===== src/hdl/tpps_pkg.sv =====
// shared types, constants and command/status records for the
// trapezoid profile pid speed controller; no dependencies
package tpps_pkg;

    localparam int unsigned TICK_W   = 16;   // phase tick counters, hold interval
    localparam int unsigned STEP_W   = 16;   // accel step, Q8.8
    localparam int unsigned GAIN_W   = 24;   // pid gains, Q12.12
    localparam int unsigned CNT_W    = 32;   // encoder count, speed, targets
    localparam int unsigned DRV_W    = 48;   // Q32.16 loop values
    localparam int unsigned FRAC_W   = 16;   // fraction bits of Q32.16
    localparam int unsigned CFG_AW   = 3;
    localparam int unsigned CFG_DW   = 24;
    localparam int unsigned SCALE_W  = 16;   // speed scale, Q8.8

    localparam int unsigned SPEED_SCALE_Q8_DEF = 256;
    localparam int unsigned PERIOD_SHIFT_DEF   = 10;

    typedef enum logic [CFG_AW-1:0] {
        CFG_PROP_GAIN,
        CFG_INTEG_GAIN,
        CFG_DERIV_GAIN,
        CFG_ACCEL_STEP,
        CFG_HOLD_INTERVAL,
        CFG_ACCEL_TICKS,
        CFG_CRUISE_TICKS,
        CFG_DECEL_TICKS
    } cfg_idx_t;

    typedef enum logic [1:0] {
        PH_ACCEL,
        PH_CRUISE,
        PH_DECEL,
        PH_DONE
    } phase_t;

    typedef enum logic [1:0] {
        MUL_HOLD_STEP,
        MUL_TARGET,
        MUL_HI,
        MUL_LO
    } mul_sel_t;

    typedef enum logic [1:0] {
        TERM_P,
        TERM_I,
        TERM_D
    } term_t;

    typedef enum logic [1:0] {
        OUT_ZERO,
        OUT_DONE,
        OUT_DRIVE
    } out_kind_t;

    typedef enum logic [3:0] {
        ST_IDLE,
        ST_DISPATCH,
        ST_RST_CLR,
        ST_PHASE,
        ST_REM_GO,
        ST_REM,
        ST_ERR_A,
        ST_ERR_B,
        ST_MPH,
        ST_MPL,
        ST_MACC,
        ST_FIN_A,
        ST_FIN_B,
        ST_FIN_C,
        ST_PUSH
    } ctrl_state_t;

    typedef struct packed {
        logic      load_in;
        logic      rst_clear;
        logic      phase_upd;
        logic      rem_start;
        logic      latch_upd;
        logic      mul_en;
        mul_sel_t  mul_sel;
        term_t     term;
        logic      err_a;
        logic      err_b;
        logic      hi_take;
        logic      lo_take;
        logic      fin_a;
        logic      fin_b;
        logic      fin_c;
        logic      push;
        out_kind_t push_kind;
    } tpps_cmd_t;

    typedef struct packed {
        logic act;
        logic finished;
        logic rem_done;
        logic out_free;
    } tpps_stat_t;

endpackage


===== src/hdl/tpps_rem.sv =====
// iterative remainder unit, four restoring steps per cycle, used for the
// tick-count versus hold-interval latch test; depends on tpps_pkg
module tpps_rem (
    input  logic                        clk,
    input  logic                        rst_n,
    input  logic                        start,
    input  logic [tpps_pkg::TICK_W-1:0] dividend,
    input  logic [tpps_pkg::TICK_W-1:0] divisor,
    output logic                        done,
    output logic                        zero
);
    import tpps_pkg::*;

    localparam int unsigned BITS_PER_CYC = 4;
    localparam int unsigned ITER         = TICK_W / BITS_PER_CYC;
    localparam int unsigned IW           = (ITER > 1) ? $clog2(ITER) : 1;

    logic              busy_reg, done_reg;
    logic [IW-1:0]     cnt_reg;
    logic [TICK_W-1:0] num_reg, rem_reg, div_reg;
    logic [TICK_W-1:0] num_next, rem_next;

    // a zero divisor acts as one
    always_comb
    begin
        logic [TICK_W:0] t;
        logic [TICK_W-1:0] r, n;
        r = rem_reg;
        n = num_reg;
        for (int i = 0; i < BITS_PER_CYC; i++)
        begin
            t = {r, n[TICK_W-1]};
            n = {n[TICK_W-2:0], 1'b0};
            if (t >= {1'b0, div_reg})
            begin
                t = t - {1'b0, div_reg};
            end
            r = t[TICK_W-1:0];
        end
        rem_next = r;
        num_next = n;
    end

    always_ff @(posedge clk or negedge rst_n)
    begin
        if (!rst_n)
        begin
            busy_reg <= 1'b0;
            done_reg <= 1'b0;
            cnt_reg  <= '0;
        end
        else if (start)
        begin
            busy_reg <= 1'b1;
            done_reg <= 1'b0;
            cnt_reg  <= '0;
        end
        else if (busy_reg)
        begin
            cnt_reg <= cnt_reg + IW'(1);
            if (cnt_reg == IW'(ITER - 1))
            begin
                busy_reg <= 1'b0;
                done_reg <= 1'b1;
            end
        end
        else
        begin
            done_reg <= 1'b0;
        end
    end

    always_ff @(posedge clk)
    begin
        if (start)
        begin
            num_reg <= dividend;
            rem_reg <= '0;
            div_reg <= (divisor == '0) ? TICK_W'(1) : divisor;
        end
        else if (busy_reg)
        begin
            num_reg <= num_next;
            rem_reg <= rem_next;
        end
    end

    assign done = done_reg;
    assign zero = (rem_reg == '0);

    a_no_restart: assert property (@(posedge clk) disable iff (!rst_n)
        start |-> !busy_reg)
        else $error("remainder restarted while busy");

endmodule


===== src/hdl/tpps_dp.sv =====
// datapath: configuration registers, profile and loop state, shared
// 32x24 multiplier, remainder unit and output register; uses tpps_pkg, tpps_rem
module tpps_dp #(
    parameter int unsigned SPEED_SCALE_Q8 = tpps_pkg::SPEED_SCALE_Q8_DEF,
    parameter int unsigned PERIOD_SHIFT   = tpps_pkg::PERIOD_SHIFT_DEF
) (
    input  logic                        clk,
    input  logic                        rst_n,
    input  logic                        cfg_we,
    input  logic [tpps_pkg::CFG_AW-1:0] cfg_addr,
    input  logic [tpps_pkg::CFG_DW-1:0] cfg_wdata,
    input  logic                        in_action,
    input  logic [tpps_pkg::CNT_W-1:0]  in_count,
    input  tpps_pkg::tpps_cmd_t         cmd,
    output tpps_pkg::tpps_stat_t        stat,
    input  logic                        out_ready,
    output logic                        out_valid,
    output logic [tpps_pkg::DRV_W-1:0]  out_drive,
    output logic                        out_done
);
    import tpps_pkg::*;

    localparam int unsigned EXT_W   = 65;
    localparam int unsigned MA_W    = 32;
    localparam int unsigned MQ_W    = MA_W + GAIN_W;
    localparam int unsigned HALF_W  = DRV_W / 2;
    localparam int unsigned HI_W    = 35;
    localparam int unsigned TOT_W   = 60;
    localparam int unsigned GSH     = 12;
    localparam int unsigned INT_SH  = FRAC_W - PERIOD_SHIFT;
    localparam int unsigned DQ_SH   = FRAC_W + PERIOD_SHIFT;
    localparam logic signed [EXT_W-1:0] MAX48 = 65'sd140737488355327;
    localparam logic signed [EXT_W-1:0] MIN48 = -65'sd140737488355328;
    localparam logic [DRV_W-1:0] POS_LIM = 48'h7FFF_FFFF_FFFF;
    localparam logic [DRV_W-1:0] NEG_LIM = 48'h8000_0000_0000;
    localparam logic [DRV_W-1:0] RND     = (DRV_W'(1) << PERIOD_SHIFT) - DRV_W'(1);

    function automatic logic signed [DRV_W-1:0] sat48(input logic signed [EXT_W-1:0] x);
        logic signed [DRV_W-1:0] r;
        if (x > MAX48)
            r = MAX48[DRV_W-1:0];
        else if (x < MIN48)
            r = MIN48[DRV_W-1:0];
        else
            r = x[DRV_W-1:0];
        return r;
    endfunction

    function automatic logic signed [CNT_W-1:0] sat32(input logic signed [CNT_W:0] x);
        logic signed [CNT_W-1:0] r;
        if (x > 33'sd2147483647)
            r = 32'h7FFF_FFFF;
        else if (x < -33'sd2147483648)
            r = 32'h8000_0000;
        else
            r = x[CNT_W-1:0];
        return r;
    endfunction

    // configuration
    logic [GAIN_W-1:0] prop_gain_reg, integ_gain_reg, deriv_gain_reg;
    logic [STEP_W-1:0] accel_step_reg;
    logic [TICK_W-1:0] hold_interval_reg, accel_ticks_reg, cruise_ticks_reg, decel_ticks_reg;

    // profile and loop state
    phase_t                  phase_reg;
    logic [TICK_W-1:0]       ticks_reg;
    logic [CNT_W-1:0]        last_count_reg;
    logic signed [CNT_W-1:0] pending_reg, latched_reg, last_err_reg;
    logic signed [DRV_W-1:0] integ_reg, last_pid_reg, last_vel_reg, drive_reg;
    logic                    act_reg;

    // working registers
    logic [CNT_W-1:0]        cnt_reg;
    logic signed [CNT_W-1:0] spd_reg, err_reg;
    logic signed [DRV_W-1:0] dq_reg, op_reg, dv_reg;
    logic [MQ_W-1:0]         mul_q_reg;
    logic                    tgt_neg_reg, hi_sat_reg;
    logic [HI_W-1:0]         hi_reg;
    logic signed [DRV_W+1:0] op_acc_reg;

    logic                    out_valid_reg, out_done_reg;
    logic [DRV_W-1:0]        out_drive_reg;

    logic                    rem_done, rem_zero;

    // combinational
    logic [TICK_W-1:0]       len_c;
    phase_t                  phase_adv_c;
    logic signed [CNT_W-1:0] latch_src_c, tgt_c, err_c, pending_c;
    logic [CNT_W-1:0]        src_mag_c, tgt_mag_c;
    logic signed [DRV_W-1:0] integ_c, dq_c, op_c, dv_c, ov_c, drive_c;
    logic signed [DRV_W-1:0] x_c;
    logic                    x_neg_c;
    logic [DRV_W-1:0]        x_mag_c, t_c, lim_c, mag_c;
    logic [GAIN_W-1:0]       gain_c;
    logic [TOT_W-1:0]        total_c;
    logic signed [DRV_W:0]   term_c, shr_c;
    logic [MA_W-1:0]         mul_a_c;
    logic [GAIN_W-1:0]       mul_b_c;

    tpps_rem u_rem (
        .clk      (clk),
        .rst_n    (rst_n),
        .start    (cmd.rem_start),
        .dividend (ticks_reg),
        .divisor  (hold_interval_reg),
        .done     (rem_done),
        .zero     (rem_zero)
    );

    always_comb
    begin
        unique case (phase_reg)
            PH_ACCEL:  len_c = accel_ticks_reg;
            PH_CRUISE: len_c = cruise_ticks_reg;
            default:   len_c = decel_ticks_reg;
        endcase
        unique case (phase_reg)
            PH_ACCEL:  phase_adv_c = (cruise_ticks_reg == '0) ? PH_DECEL : PH_CRUISE;
            PH_CRUISE: phase_adv_c = PH_DECEL;
            PH_DECEL:  phase_adv_c = PH_DONE;
            PH_DONE:   phase_adv_c = PH_DONE;
        endcase

        // target latch source and its magnitude for the scale multiply
        latch_src_c = rem_zero ? pending_reg : latched_reg;
        src_mag_c   = latch_src_c[CNT_W-1] ? CNT_W'(-latch_src_c) : CNT_W'(latch_src_c);

        tgt_mag_c = mul_q_reg[FRAC_W +: CNT_W];
        tgt_c     = tgt_neg_reg ? CNT_W'(-tgt_mag_c) : CNT_W'(tgt_mag_c);
        err_c     = sat32((CNT_W+1)'(tgt_c) - (CNT_W+1)'(spd_reg));

        integ_c = sat48(EXT_W'(integ_reg) + (EXT_W'(err_reg) <<< INT_SH));
        dq_c    = sat48((EXT_W'(err_reg) - EXT_W'(last_err_reg)) <<< DQ_SH);

        // pid term operand and gain
        unique case (cmd.term)
            TERM_P:
            begin
                x_c    = {err_reg, {FRAC_W{1'b0}}};
                gain_c = prop_gain_reg;
            end
            TERM_I:
            begin
                x_c    = integ_reg;
                gain_c = integ_gain_reg;
            end
            TERM_D:
            begin
                x_c    = dq_reg;
                gain_c = deriv_gain_reg;
            end
            default:
            begin
                x_c    = '0;
                gain_c = '0;
            end
        endcase
        x_neg_c = x_c[DRV_W-1];
        x_mag_c = x_neg_c ? DRV_W'(-x_c) : DRV_W'(x_c);

        unique case (cmd.mul_sel)
            MUL_HOLD_STEP:
            begin
                mul_a_c = MA_W'(hold_interval_reg);
                mul_b_c = GAIN_W'(accel_step_reg);
            end
            MUL_TARGET:
            begin
                mul_a_c = src_mag_c;
                mul_b_c = GAIN_W'(SCALE_W'(SPEED_SCALE_Q8));
            end
            MUL_HI:
            begin
                mul_a_c = MA_W'(x_mag_c[DRV_W-1:HALF_W]);
                mul_b_c = gain_c;
            end
            MUL_LO:
            begin
                mul_a_c = MA_W'(x_mag_c[HALF_W-1:0]);
                mul_b_c = gain_c;
            end
        endcase

        // recombine the two partial products, drop 12 gain fraction bits
        total_c = TOT_W'({hi_reg, {HALF_W{1'b0}}}) + TOT_W'(mul_q_reg[DRV_W-1:0]);
        t_c     = total_c[GSH +: DRV_W];
        lim_c   = x_neg_c ? NEG_LIM : POS_LIM;
        mag_c   = (hi_sat_reg || (t_c > lim_c)) ? lim_c : t_c;
        term_c  = x_neg_c ? -$signed({1'b0, mag_c}) : $signed({1'b0, mag_c});

        op_c = sat48(EXT_W'(op_acc_reg));
        dv_c = sat48((EXT_W'(op_c) - EXT_W'(last_pid_reg)) <<< PERIOD_SHIFT);
        ov_c = sat48(EXT_W'(dv_reg) + EXT_W'(last_vel_reg));

        // shift toward zero
        shr_c   = ($signed({last_vel_reg[DRV_W-1], last_vel_reg})
                   + $signed({1'b0, (last_vel_reg[DRV_W-1] ? RND : '0)})) >>> PERIOD_SHIFT;
        drive_c = sat48(EXT_W'(drive_reg) + EXT_W'(shr_c));

        unique case (phase_reg)
            PH_ACCEL: pending_c = sat32((CNT_W+1)'(pending_reg)
                                        + $signed((CNT_W+1)'(accel_step_reg)));
            PH_DECEL: pending_c = sat32((CNT_W+1)'(pending_reg)
                                        - $signed((CNT_W+1)'(accel_step_reg)));
            default:  pending_c = pending_reg;
        endcase
    end

    always_ff @(posedge clk or negedge rst_n)
    begin
        if (!rst_n)
        begin
            prop_gain_reg     <= '0;
            integ_gain_reg    <= '0;
            deriv_gain_reg    <= '0;
            accel_step_reg    <= '0;
            hold_interval_reg <= TICK_W'(1);
            accel_ticks_reg   <= '0;
            cruise_ticks_reg  <= '0;
            decel_ticks_reg   <= '0;
        end
        else if (cfg_we)
        begin
            unique case (cfg_idx_t'(cfg_addr))
                CFG_PROP_GAIN:     prop_gain_reg     <= cfg_wdata[GAIN_W-1:0];
                CFG_INTEG_GAIN:    integ_gain_reg    <= cfg_wdata[GAIN_W-1:0];
                CFG_DERIV_GAIN:    deriv_gain_reg    <= cfg_wdata[GAIN_W-1:0];
                CFG_ACCEL_STEP:    accel_step_reg    <= cfg_wdata[STEP_W-1:0];
                CFG_HOLD_INTERVAL: hold_interval_reg <= cfg_wdata[TICK_W-1:0];
                CFG_ACCEL_TICKS:   accel_ticks_reg   <= cfg_wdata[TICK_W-1:0];
                CFG_CRUISE_TICKS:  cruise_ticks_reg  <= cfg_wdata[TICK_W-1:0];
                CFG_DECEL_TICKS:   decel_ticks_reg   <= cfg_wdata[TICK_W-1:0];
            endcase
        end
    end

    always_ff @(posedge clk or negedge rst_n)
    begin
        if (!rst_n)
        begin
            act_reg        <= 1'b0;
            phase_reg      <= PH_ACCEL;
            ticks_reg      <= '0;
            last_count_reg <= '0;
            pending_reg    <= '0;
            latched_reg    <= '0;
            last_err_reg   <= '0;
            integ_reg      <= '0;
            last_pid_reg   <= '0;
            last_vel_reg   <= '0;
            drive_reg      <= '0;
            out_valid_reg  <= 1'b0;
        end
        else
        begin
            if (cmd.load_in)
            begin
                act_reg <= in_action;
            end
            if (cmd.rst_clear)
            begin
                phase_reg      <= PH_ACCEL;
                ticks_reg      <= '0;
                last_count_reg <= '0;
                pending_reg    <= mul_q_reg[CNT_W-1] ? 32'h7FFF_FFFF : mul_q_reg[CNT_W-1:0];
                latched_reg    <= '0;
                last_err_reg   <= '0;
                integ_reg      <= '0;
                last_pid_reg   <= '0;
                last_vel_reg   <= '0;
                drive_reg      <= '0;
            end
            if (cmd.phase_upd)
            begin
                if (ticks_reg == len_c)
                begin
                    ticks_reg <= '0;
                    phase_reg <= phase_adv_c;
                end
                last_count_reg <= cnt_reg;
            end
            if (cmd.latch_upd && rem_zero)
            begin
                latched_reg <= pending_reg;
            end
            if (cmd.err_b)
            begin
                integ_reg    <= integ_c;
                last_err_reg <= err_reg;
            end
            if (cmd.fin_b)
            begin
                last_pid_reg <= op_reg;
                last_vel_reg <= ov_c;
            end
            if (cmd.fin_c)
            begin
                drive_reg   <= drive_c;
                pending_reg <= pending_c;
                ticks_reg   <= ticks_reg + TICK_W'(1);
            end
            if (cmd.push)
            begin
                out_valid_reg <= 1'b1;
            end
            else if (out_ready)
            begin
                out_valid_reg <= 1'b0;
            end
        end
    end

    always_ff @(posedge clk)
    begin
        if (cmd.load_in)
        begin
            cnt_reg <= in_count;
        end
        if (cmd.phase_upd)
        begin
            spd_reg <= cnt_reg - last_count_reg;
        end
        if (cmd.mul_en)
        begin
            mul_q_reg <= MQ_W'(mul_a_c) * MQ_W'(mul_b_c);
        end
        if (cmd.latch_upd)
        begin
            tgt_neg_reg <= latch_src_c[CNT_W-1];
        end
        if (cmd.err_a)
        begin
            err_reg <= err_c;
        end
        if (cmd.err_b)
        begin
            dq_reg     <= dq_c;
            op_acc_reg <= '0;
        end
        if (cmd.hi_take)
        begin
            hi_sat_reg <= |mul_q_reg[MQ_W-1:HI_W];
            hi_reg     <= mul_q_reg[HI_W-1:0];
        end
        if (cmd.lo_take)
        begin
            op_acc_reg <= op_acc_reg + (DRV_W+2)'(term_c);
        end
        if (cmd.fin_a)
        begin
            op_reg <= op_c;
            dv_reg <= dv_c;
        end
        if (cmd.push)
        begin
            unique case (cmd.push_kind)
                OUT_DONE:
                begin
                    out_drive_reg <= '0;
                    out_done_reg  <= 1'b1;
                end
                OUT_DRIVE:
                begin
                    out_drive_reg <= drive_reg;
                    out_done_reg  <= 1'b0;
                end
                default:
                begin
                    out_drive_reg <= '0;
                    out_done_reg  <= 1'b0;
                end
            endcase
        end
    end

    assign stat.act      = act_reg;
    assign stat.finished = (phase_reg == PH_DONE);
    assign stat.rem_done = rem_done;
    assign stat.out_free = !out_valid_reg || out_ready;

    assign out_valid = out_valid_reg;
    assign out_drive = out_drive_reg;
    assign out_done  = out_done_reg;

    a_tick_not_done: assert property (@(posedge clk) disable iff (!rst_n)
        cmd.phase_upd |-> phase_reg != PH_DONE)
        else $error("control tick run on a finished profile");

    a_done_kind: assert property (@(posedge clk) disable iff (!rst_n)
        (cmd.push && cmd.push_kind == OUT_DONE) |-> phase_reg == PH_DONE)
        else $error("done result while profile still running");

endmodule


===== src/hdl/tpps_ctrl.sv =====
// controller state machine: sequences phase update, latch test, error,
// three pid terms on the shared multiplier and the drive update; uses tpps_pkg
module tpps_ctrl (
    input  logic                 clk,
    input  logic                 rst_n,
    input  logic                 in_valid,
    output logic                 in_ready,
    output tpps_pkg::tpps_cmd_t  cmd,
    input  tpps_pkg::tpps_stat_t stat
);
    import tpps_pkg::*;

    ctrl_state_t state_reg, state_next;
    term_t       k_reg, k_next;
    out_kind_t   kind_reg, kind_next;

    always_ff @(posedge clk or negedge rst_n)
    begin
        if (!rst_n)
        begin
            state_reg <= ST_IDLE;
            k_reg     <= TERM_P;
            kind_reg  <= OUT_ZERO;
        end
        else
        begin
            state_reg <= state_next;
            k_reg     <= k_next;
            kind_reg  <= kind_next;
        end
    end

    always_comb
    begin
        cmd           = '0;
        cmd.mul_sel   = MUL_HI;
        cmd.term      = k_reg;
        cmd.push_kind = kind_reg;
        in_ready      = 1'b0;
        state_next    = state_reg;
        k_next        = k_reg;
        kind_next     = kind_reg;
        unique case (state_reg)
            ST_IDLE:
            begin
                in_ready = 1'b1;
                if (in_valid)
                begin
                    cmd.load_in = 1'b1;
                    state_next  = ST_DISPATCH;
                end
            end
            ST_DISPATCH:
            begin
                priority if (stat.act)
                begin
                    cmd.mul_en  = 1'b1;
                    cmd.mul_sel = MUL_HOLD_STEP;
                    state_next  = ST_RST_CLR;
                end
                else if (stat.finished)
                begin
                    kind_next  = OUT_DONE;
                    state_next = ST_PUSH;
                end
                else
                begin
                    state_next = ST_PHASE;
                end
            end
            ST_RST_CLR:
            begin
                cmd.rst_clear = 1'b1;
                kind_next     = OUT_ZERO;
                state_next    = ST_PUSH;
            end
            ST_PHASE:
            begin
                cmd.phase_upd = 1'b1;
                state_next    = ST_REM_GO;
            end
            ST_REM_GO:
            begin
                cmd.rem_start = 1'b1;
                state_next    = ST_REM;
            end
            ST_REM:
            begin
                if (stat.rem_done)
                begin
                    cmd.latch_upd = 1'b1;
                    cmd.mul_en    = 1'b1;
                    cmd.mul_sel   = MUL_TARGET;
                    state_next    = ST_ERR_A;
                end
            end
            ST_ERR_A:
            begin
                cmd.err_a  = 1'b1;
                state_next = ST_ERR_B;
            end
            ST_ERR_B:
            begin
                cmd.err_b  = 1'b1;
                k_next     = TERM_P;
                state_next = ST_MPH;
            end
            ST_MPH:
            begin
                cmd.mul_en  = 1'b1;
                cmd.mul_sel = MUL_HI;
                state_next  = ST_MPL;
            end
            ST_MPL:
            begin
                cmd.mul_en  = 1'b1;
                cmd.mul_sel = MUL_LO;
                cmd.hi_take = 1'b1;
                state_next  = ST_MACC;
            end
            ST_MACC:
            begin
                cmd.lo_take = 1'b1;
                priority if (k_reg == TERM_P)
                begin
                    k_next     = TERM_I;
                    state_next = ST_MPH;
                end
                else if (k_reg == TERM_I)
                begin
                    k_next     = TERM_D;
                    state_next = ST_MPH;
                end
                else
                begin
                    state_next = ST_FIN_A;
                end
            end
            ST_FIN_A:
            begin
                cmd.fin_a  = 1'b1;
                state_next = ST_FIN_B;
            end
            ST_FIN_B:
            begin
                cmd.fin_b  = 1'b1;
                state_next = ST_FIN_C;
            end
            ST_FIN_C:
            begin
                cmd.fin_c  = 1'b1;
                kind_next  = OUT_DRIVE;
                state_next = ST_PUSH;
            end
            ST_PUSH:
            begin
                if (stat.out_free)
                begin
                    cmd.push   = 1'b1;
                    state_next = ST_IDLE;
                end
            end
            default:
            begin
                state_next = ST_IDLE;
            end
        endcase
    end

    a_hi_after_issue: assert property (@(posedge clk) disable iff (!rst_n)
        cmd.hi_take |-> $past(cmd.mul_en && cmd.mul_sel == MUL_HI))
        else $error("high partial product taken without issue");

    a_lo_after_issue: assert property (@(posedge clk) disable iff (!rst_n)
        cmd.lo_take |-> $past(cmd.mul_en && cmd.mul_sel == MUL_LO))
        else $error("low partial product taken without issue");

    a_push_free: assert property (@(posedge clk) disable iff (!rst_n)
        cmd.push |-> stat.out_free)
        else $error("result pushed over an untaken result");

endmodule


===== src/hdl/trapezoid_profile_pid_speed.sv =====
// top level of the trapezoid profile pid speed controller
// depends on tpps_pkg, tpps_ctrl, tpps_dp (which holds tpps_rem)
//
// One request on the input stream is one control tick: tdata carries the
// cumulative encoder count, tuser the action (0 = control tick, 1 = reset of
// profile and loop state). Every request gives exactly one result: tdata is the
// integrated drive in signed Q32.16, tuser is profile_done. On a control tick,
// from acceptance until its result is registered, an iterative remainder unit
// decides whether the pending target is latched, then the three pid terms each
// take two passes through the single shared 32x24 multiplier, and the velocity
// stage and drive integration take three more steps. The next request is
// accepted as soon as the result sits in the output register, even if the
// downstream side has not taken it yet. Configuration is to be written by the
// user through cfg_we/cfg_addr/cfg_wdata between requests, which the block
// does not enforce, one register per cycle, no read-back; it takes effect on
// the next request.
module trapezoid_profile_pid_speed #(
    parameter int unsigned SPEED_SCALE_Q8 = tpps_pkg::SPEED_SCALE_Q8_DEF,  // pulses per unit, Q8.8
    parameter int unsigned PERIOD_SHIFT   = tpps_pkg::PERIOD_SHIFT_DEF     // tick period 2^-n
) (
    input  logic                        clk,
    input  logic                        rst_n,
    // input stream
    input  logic                        s_tvalid,
    output logic                        s_tready,
    input  logic [tpps_pkg::CNT_W-1:0]  s_tdata,   // [31:0] encoder_count
    input  logic                        s_tuser,   // [0] action
    // result stream
    output logic                        m_tvalid,
    input  logic                        m_tready,
    output logic [tpps_pkg::DRV_W-1:0]  m_tdata,   // [47:0] drive
    output logic                        m_tuser,   // [0] profile_done
    // configuration writes
    input  logic                        cfg_we,
    input  logic [tpps_pkg::CFG_AW-1:0] cfg_addr,
    input  logic [tpps_pkg::CFG_DW-1:0] cfg_wdata
);
    import tpps_pkg::*;

    tpps_cmd_t  cmd;
    tpps_stat_t stat;

    // sequencer: one request at a time, waits for the output slot at the end
    tpps_ctrl u_ctrl (
        .clk      (clk),
        .rst_n    (rst_n),
        .in_valid (s_tvalid),
        .in_ready (s_tready),
        .cmd      (cmd),
        .stat     (stat)
    );

    // arithmetic, state and output register
    tpps_dp #(
        .SPEED_SCALE_Q8 (SPEED_SCALE_Q8),
        .PERIOD_SHIFT   (PERIOD_SHIFT)
    ) u_dp (
        .clk       (clk),
        .rst_n     (rst_n),
        .cfg_we    (cfg_we),
        .cfg_addr  (cfg_addr),
        .cfg_wdata (cfg_wdata),
        .in_action (s_tuser),
        .in_count  (s_tdata),
        .cmd       (cmd),
        .stat      (stat),
        .out_ready (m_tready),
        .out_valid (m_tvalid),
        .out_drive (m_tdata),
        .out_done  (m_tuser)
    );

endmodule


===== config.mk =====
export PLATFORM = sky130hd
export DESIGN_NAME = trapezoid_profile_pid_speed
export DESIGN_NICKNAME = d
export VERILOG_FILES = /design/src/hdl/tpps_pkg.sv /design/src/hdl/tpps_rem.sv /design/src/hdl/tpps_dp.sv /design/src/hdl/tpps_ctrl.sv /design/src/hdl/trapezoid_profile_pid_speed.sv
export SDC_FILE = /design/constraint.sdc
export NUM_CORES = 2
export LEC_CHECK = 0
export BUFFER_PORTS_ARGS = -buffer_cell sky130_fd_sc_hd__buf_2
export CORE_MARGIN = 2
export CORE_UTILIZATION = 35
export DETAILED_ROUTE_END_ITERATION = 7
export MAX_ROUTING_LAYER = met4
export SYNTH_ARGS = -nofsm -noshare
export SYNTH_HDL_FRONTEND = slang
export SYNTH_HIERARCHICAL = 1
export SYNTH_SLANG_ARGS = --single-unit

===== constraint.sdc =====
create_clock -name clk -period 16.52 [get_ports clk]
set_clock_uncertainty 0.1 [all_clocks]
set_input_delay 0.826 -clock clk [delete_from_list [all_inputs] [get_ports clk]]
set_output_delay 0.826 -clock clk [all_outputs]
set_load 0.005 [all_outputs]

Word level (Yosys, flattened, before mapping)
Cells that the tools add are included.
W data, S select, Z words.
{ "classes": {"add_sub_neg": 22, "n_mul": 1, "div_mod_pow": 0, "n_lt_le_gt_ge": 23, "n_eq_ne": 41, "shifts": 0, "n_mux": 102, "bitwise_logic": 0, "reduce_logical": 38} }
{ "ops": {"columns": ["cell", "n"], "rows": [
  ["$mux W48", 18],
  ["$mux W32", 14],
  ["$gt A65 B48 Y1 const B", 5],
  ["$lt A65 B48 Y1 const B", 5],
  ["$mux W16", 10],
  ["$pmux W24 S3", 2],
  ["$pmux W48 S3", 1],
  ["$pmux W32 S4", 1],
  ["$mux W50", 2],
  ["$gt A33 B32 Y1 const B", 3],
  ["$lt A33 B32 Y1 const B", 3],
  ["$ge A17 B16 Y1", 4],
  ["$sub A32 B32 Y33", 2],
  ["$neg A32 Y32", 2],
  ["$pmux W32 S2", 1],
  ["$sub A16 B16 Y16", 4],
  ["$add A59 B48 Y60", 1],
  ["$mul A32 B24 Y56", 1],
  ["$pmux W4 S14", 1],
  ["$add A50 B49 Y50", 1],
  ["$gt A50 B48 Y1 const B", 1],
  ["$lt A50 B48 Y1 const B", 1],
  ["$add A48 B11 Y49", 1],
  ["$add A48 B38 Y49", 1],
  ["49 further kinds", 142]
]} }
{ "word_totals": {"register_bits": 984, "latch_bits": 0, "mem_bits_rw": 0, "rom_bits": 0, "input_bits": 65, "out_inout_bits": 51, "word_cells": 269, "n_memories": 0} }

Longest topological paths before layout
{ "depth": {"ltp_word": 10, "ltp_mapped": 48} }

Cells and area by module
The synthesis kept the hierarchy.
{ "modules_own_cells": {"columns": ["module", "instances", "cells_each", "area_per_inst_um2", "seq_area_each_um2"], "rows": [
  ["tpps_dp", 1, 9492, 86655.6, 24139.4],
  ["tpps_rem", 1, 625, 5594.1, 1381.3],
  ["tpps_ctrl", 1, 92, 671.9, 200.2]
]} }

Least setup slack after synthesis
Ideal clock, no wire load.
{ "synth_path": {"kind": "register to register", "startpoint": "register u_dp.u_rem.rem_reg[0]", "endpoint": "register u_dp.mul_q_reg[46] (data pin)", "setup_time_ns": 0.260, "t_arrival_ns": 11.636, "required_time_ns": 16.160, "path_slack_ns": 4.524, "stages_incl_launch_ff": 48, "path_buffers": 7, "synth_period_minus_slack_ns": 11.996, "cell_sequence": "dfxtp_1 > nor4_1 > and4_1 > clkbuf_1 > clkbuf_1 > clkbuf_1 > buf_1 > buf_1 > buf_1 > mux2i_1 > ha_1 > o21ai_0 > or2_2 > nor3_1 > nand3_1 > or4_1 > o21ai_0 > xnor2_1 > [... 12 more ...] > fa_1 > fa_1 > inv_1 > fa_1 > inv_1 > ha_1 > a21o_1 > a21o_1 > a21oi_1 > o21ai_0 > nand2_1 > o21ai_0 > a31o_2 > o221ai_1 > a31oi_1 > o21a_1 > mux2i_1 > nand2_1"} }
{ "synth_between": {"elab_chain_cells": 6} }
{ "synth_rtl": {"columns": ["element", "line", "rtl"], "rows": [
  ["start, declared", "tpps_rem.sv:20", "logic [TICK_W-1:0] num_reg, rem_reg, div_reg;"],
  ["start signal, assigned", "tpps_rem.sv:84", "rem_reg <= rem_next;"],
  ["$logic_not A16 Y1 *", "tpps_rem.sv:89", "assign zero = (rem_reg == '0);"],
  ["named net u_dp.rem_zero", "tpps_dp.sv:85", "logic rem_done, rem_zero;"],
  ["$mux W32 *", "tpps_dp.sv:127", "latch_src_c = rem_zero ? pending_reg : latched_reg;"],
  ["$neg A32 Y32", "tpps_dp.sv:128", "src_mag_c = latch_src_c[CNT_W-1] ? CNT_W'(-latch_src_c) : CNT_W'(latch_src_c);"],
  ["$mux W32 *", "tpps_dp.sv:128", null],
  ["$pmux W32 S4 *", "tpps_dp.sv:163", "unique case (cmd.mul_sel)"],
  ["$mul A32 B24 Y56 *", "tpps_dp.sv:327", "mul_q_reg <= MQ_W'(mul_a_c) * MQ_W'(mul_b_c);"],
  ["end signal, assigned", "tpps_dp.sv:327", null],
  ["end, declared", "tpps_dp.sv:77", "logic [MQ_W-1:0] mul_q_reg;"]
]} }
The timed path passes the listed nets; every way through them passes the cells marked *.
A chain may end at the register's enable or synchronous reset.

Final worst setup path
{ "layout_path": {"startpoint": "register u_dp.u_rem.rem_reg[10]", "endpoint": "register u_dp.mul_q_reg[50] (data pin)"} }
Same word-level chain as after synthesis.

==> metrics <==
crit path max fanout=81; Vias=roughly 75000; clk slew on worst S/H paths=approximately 0.060 ns; Routed Antenna Nets=0; largest cells by area after synthesis=fa_1 (14%), edfxtp_1 (14%), dfrtp_1 (13%); largest net degree at the start of global routing=approximately 140; WP buf/inv=5; max FFs per register=56; unrepaired setup endpoints after global routing=false; initial antenna violation count=15; Least-Margin Pin Slew=around 1.3 ns; vias in the first global route=between 70000 and 80000; crit-path leading delay family=adder cells; row count=between 150 and 200; Min Clock Period, post-route=about 13 ns; Setup Fix Bufs, Post-CTS=0; worst reg2reg setup slack=~3.6 ns; EDFF count, synth=between 400 and 500; CP Data Arrival Time=approximately 13 ns; die area=roughly 0.27 mm2; Vias per Instance=5.42; Critical Path Slowest Stage Cell=a21oi_1; # clock sinks=between 900 and 1000; R2R Path End=u_dp/mul_q_reg[50]; Avg Inst Size Synth=9.10 um2; Main synth FF type=dfrtp_1; first-pass GRT wire length=around 440000 um; CP Capture Type=register; residual DRC count=0; Detailed Route Iter0 Violations=about 6000; Synth Register Bits=about 950; GR Util All Layers=0.213; Max-slew headroom=0.128; WS Path Type=register to register; Tcrit/Tclk final=0.784; Cell Area, Synth=0.0929 mm2; CP Capture Point=u_dp/mul_q_reg[50]; WP data required=approximately 17 ns; CTS Root Cell=clkbuf_16; H-tree depth=3; TritonRoute pass-1 iters=8; max_cap viols=0; port buffer count=around 120; outcome=complete, no violations; post-DP HPWL=roughly 220000 um; setup_tns=0 ns; Synth top area share=0.145; post-DR wirelength/cell=between 20 and 25 um; Post-Syn Instances=10200; fmax=roughly 0.077 GHz; most common cell in the netlist=inv_1; Routed Wire Length=~280000 um; Seq/Total Area, Yosys=0.277; Levels on crit path=39; startpoint class of the critical path=register; Final setup viols=0; min-delay worst type=input pin to register; Core Footprint=about 0.26 mm2; reg-to-reg startpoint=u_dp/u_rem/rem_reg[10]; Worst Setup SP=u_dp/u_rem/rem_reg[10]; CTS max path bufs=3; layout cells sized above 1=0.0706; most frequent CP cell=fa_1; hold wc startpoint=s_tdata[7]; synth warn=6; cell count of the worst reg-to-reg path=39; Slew Limit Fails=0; RD Place Congestion=approximately 1; Initial Utilization=0.351; cts bufs inserted=114; worst skew pair latency=0.82 ns; TritonCTS clock tree=built; die height=519 um; I/O pin cnt=roughly 120; P&R area growth vs syn=9.60%; global route overflow=0; final hold violations=0; DIE WIDTH=between 500 and 600 um; Crit path largest cell delay=~0.76 ns; Final nets=about 12000; post-synth top area cell=fa_1; # resized after CTS=0; Post-synth ARST share=0.528; synth unique cells=between 100 and 150; top cells by count, synth=inv_1 (1151), nand2_1 (972), ha_1 (695)
worst min path at each step:
stage,end,depth (start not counted)
after floorplan,u_dp/hi_reg[0],0
after global placement,u_dp/last_pid_reg[32],2
after detailed placement,u_dp/last_pid_reg[8],2
after CTS,u_dp/cnt_reg[7],1
after global routing,u_dp/cnt_reg[7],1
final,u_dp/cnt_reg[7],1
routing by layer:
layer,vias up,track usage,wire (um),part of all wire
met2,2206,0.344,134000,0.47
met1,37300,0.271,121000,0.43
met3,480,0.0328,16800,0.059
met4,0,0.0792,11400,0.040
met5,-,-,0,0
li1,35400,-,-,-
stage by stage:
step / hold WS (ns) / setup slack, ns / instances / util / cell area [um2]
after floorplan: 0.327 / 4.52 / 10400 / - / 93600
after global placement: 0.331 / 3.97 / 13700 / 0.370 / 97800
after detailed placement: 0.335 / 3.81 / 13700 / 0.370 / 97800
after CTS: 0.0393 / 3.69 / 13900 / 0.385 / 102000
after global routing: 0.0536 / 2.93 / 13900 / 0.385 / 102000
final: 0.0975 / 3.56 / 13900 / 0.385 / 102000
layout by cell type (no fill, tap or decap), types with 114 or more instances in the layout:
master,n
conb_1,184
a21oi_1,624
buf_2,114
xnor2_1,413
inv_1,1151
dfrtp_1,496
a221o_1,141
ha_1,695
edfxtp_1,430
nor3_1,178
and2_1,229
nor2_1,670
a21o_1,277
nand2b_1,120
o21ai_0,575
mux2_2,199
clkbuf_16,117
nand2_1,972
nand3_1,154
o31ai_1,152
fa_1,673
mux2i_1,140
xor2_1,182
cell type report:
| cell class | count | area, um2 |
|---|---|---|
| clock buffers | 150 | 3150 |
| fillers | 26500 | 163000 |
| diodes | 13 | 32.5 |
| clock inverters | 65 | 812 |
| well taps | 3533 | 4420 |
| repair buffers | 227 | 1440 |
| multi-input cells | 7822 | 61900 |
| inverters | 1154 | 4330 |
| flip-flops and latches | 945 | 25700 |
logic make-up (layout without fill, tap and decap cells):
| family | count (synthesis) | in the layout | share of synthesized area |
|---|---|---|---|
| mux | 350 | 350 | 0.0414 |
| fa+ha+maj | 1374 | 1374 | 0.239 |
| simple gates | 2866 | 2866 | 0.147 |
| flops | 945 | 945 | 0.277 |
| other cells | 2 | 197 | 0.0000808 |
| compound gates | 2453 | 2453 | 0.173 |
| buf+inv | 1624 | 1596 | 0.0669 |
| xor+xnor | 595 | 595 | 0.0561 |
what timing repair did:
item                                   CTS  global route
hold buffers                             1             0
setup endpoints to repair                0             0
endpoints found under the hold margin   48             0
Power is left out: the tool's default activity adds up to more than one toggle a clock period on the data nets, which glitch-free logic cannot reach.
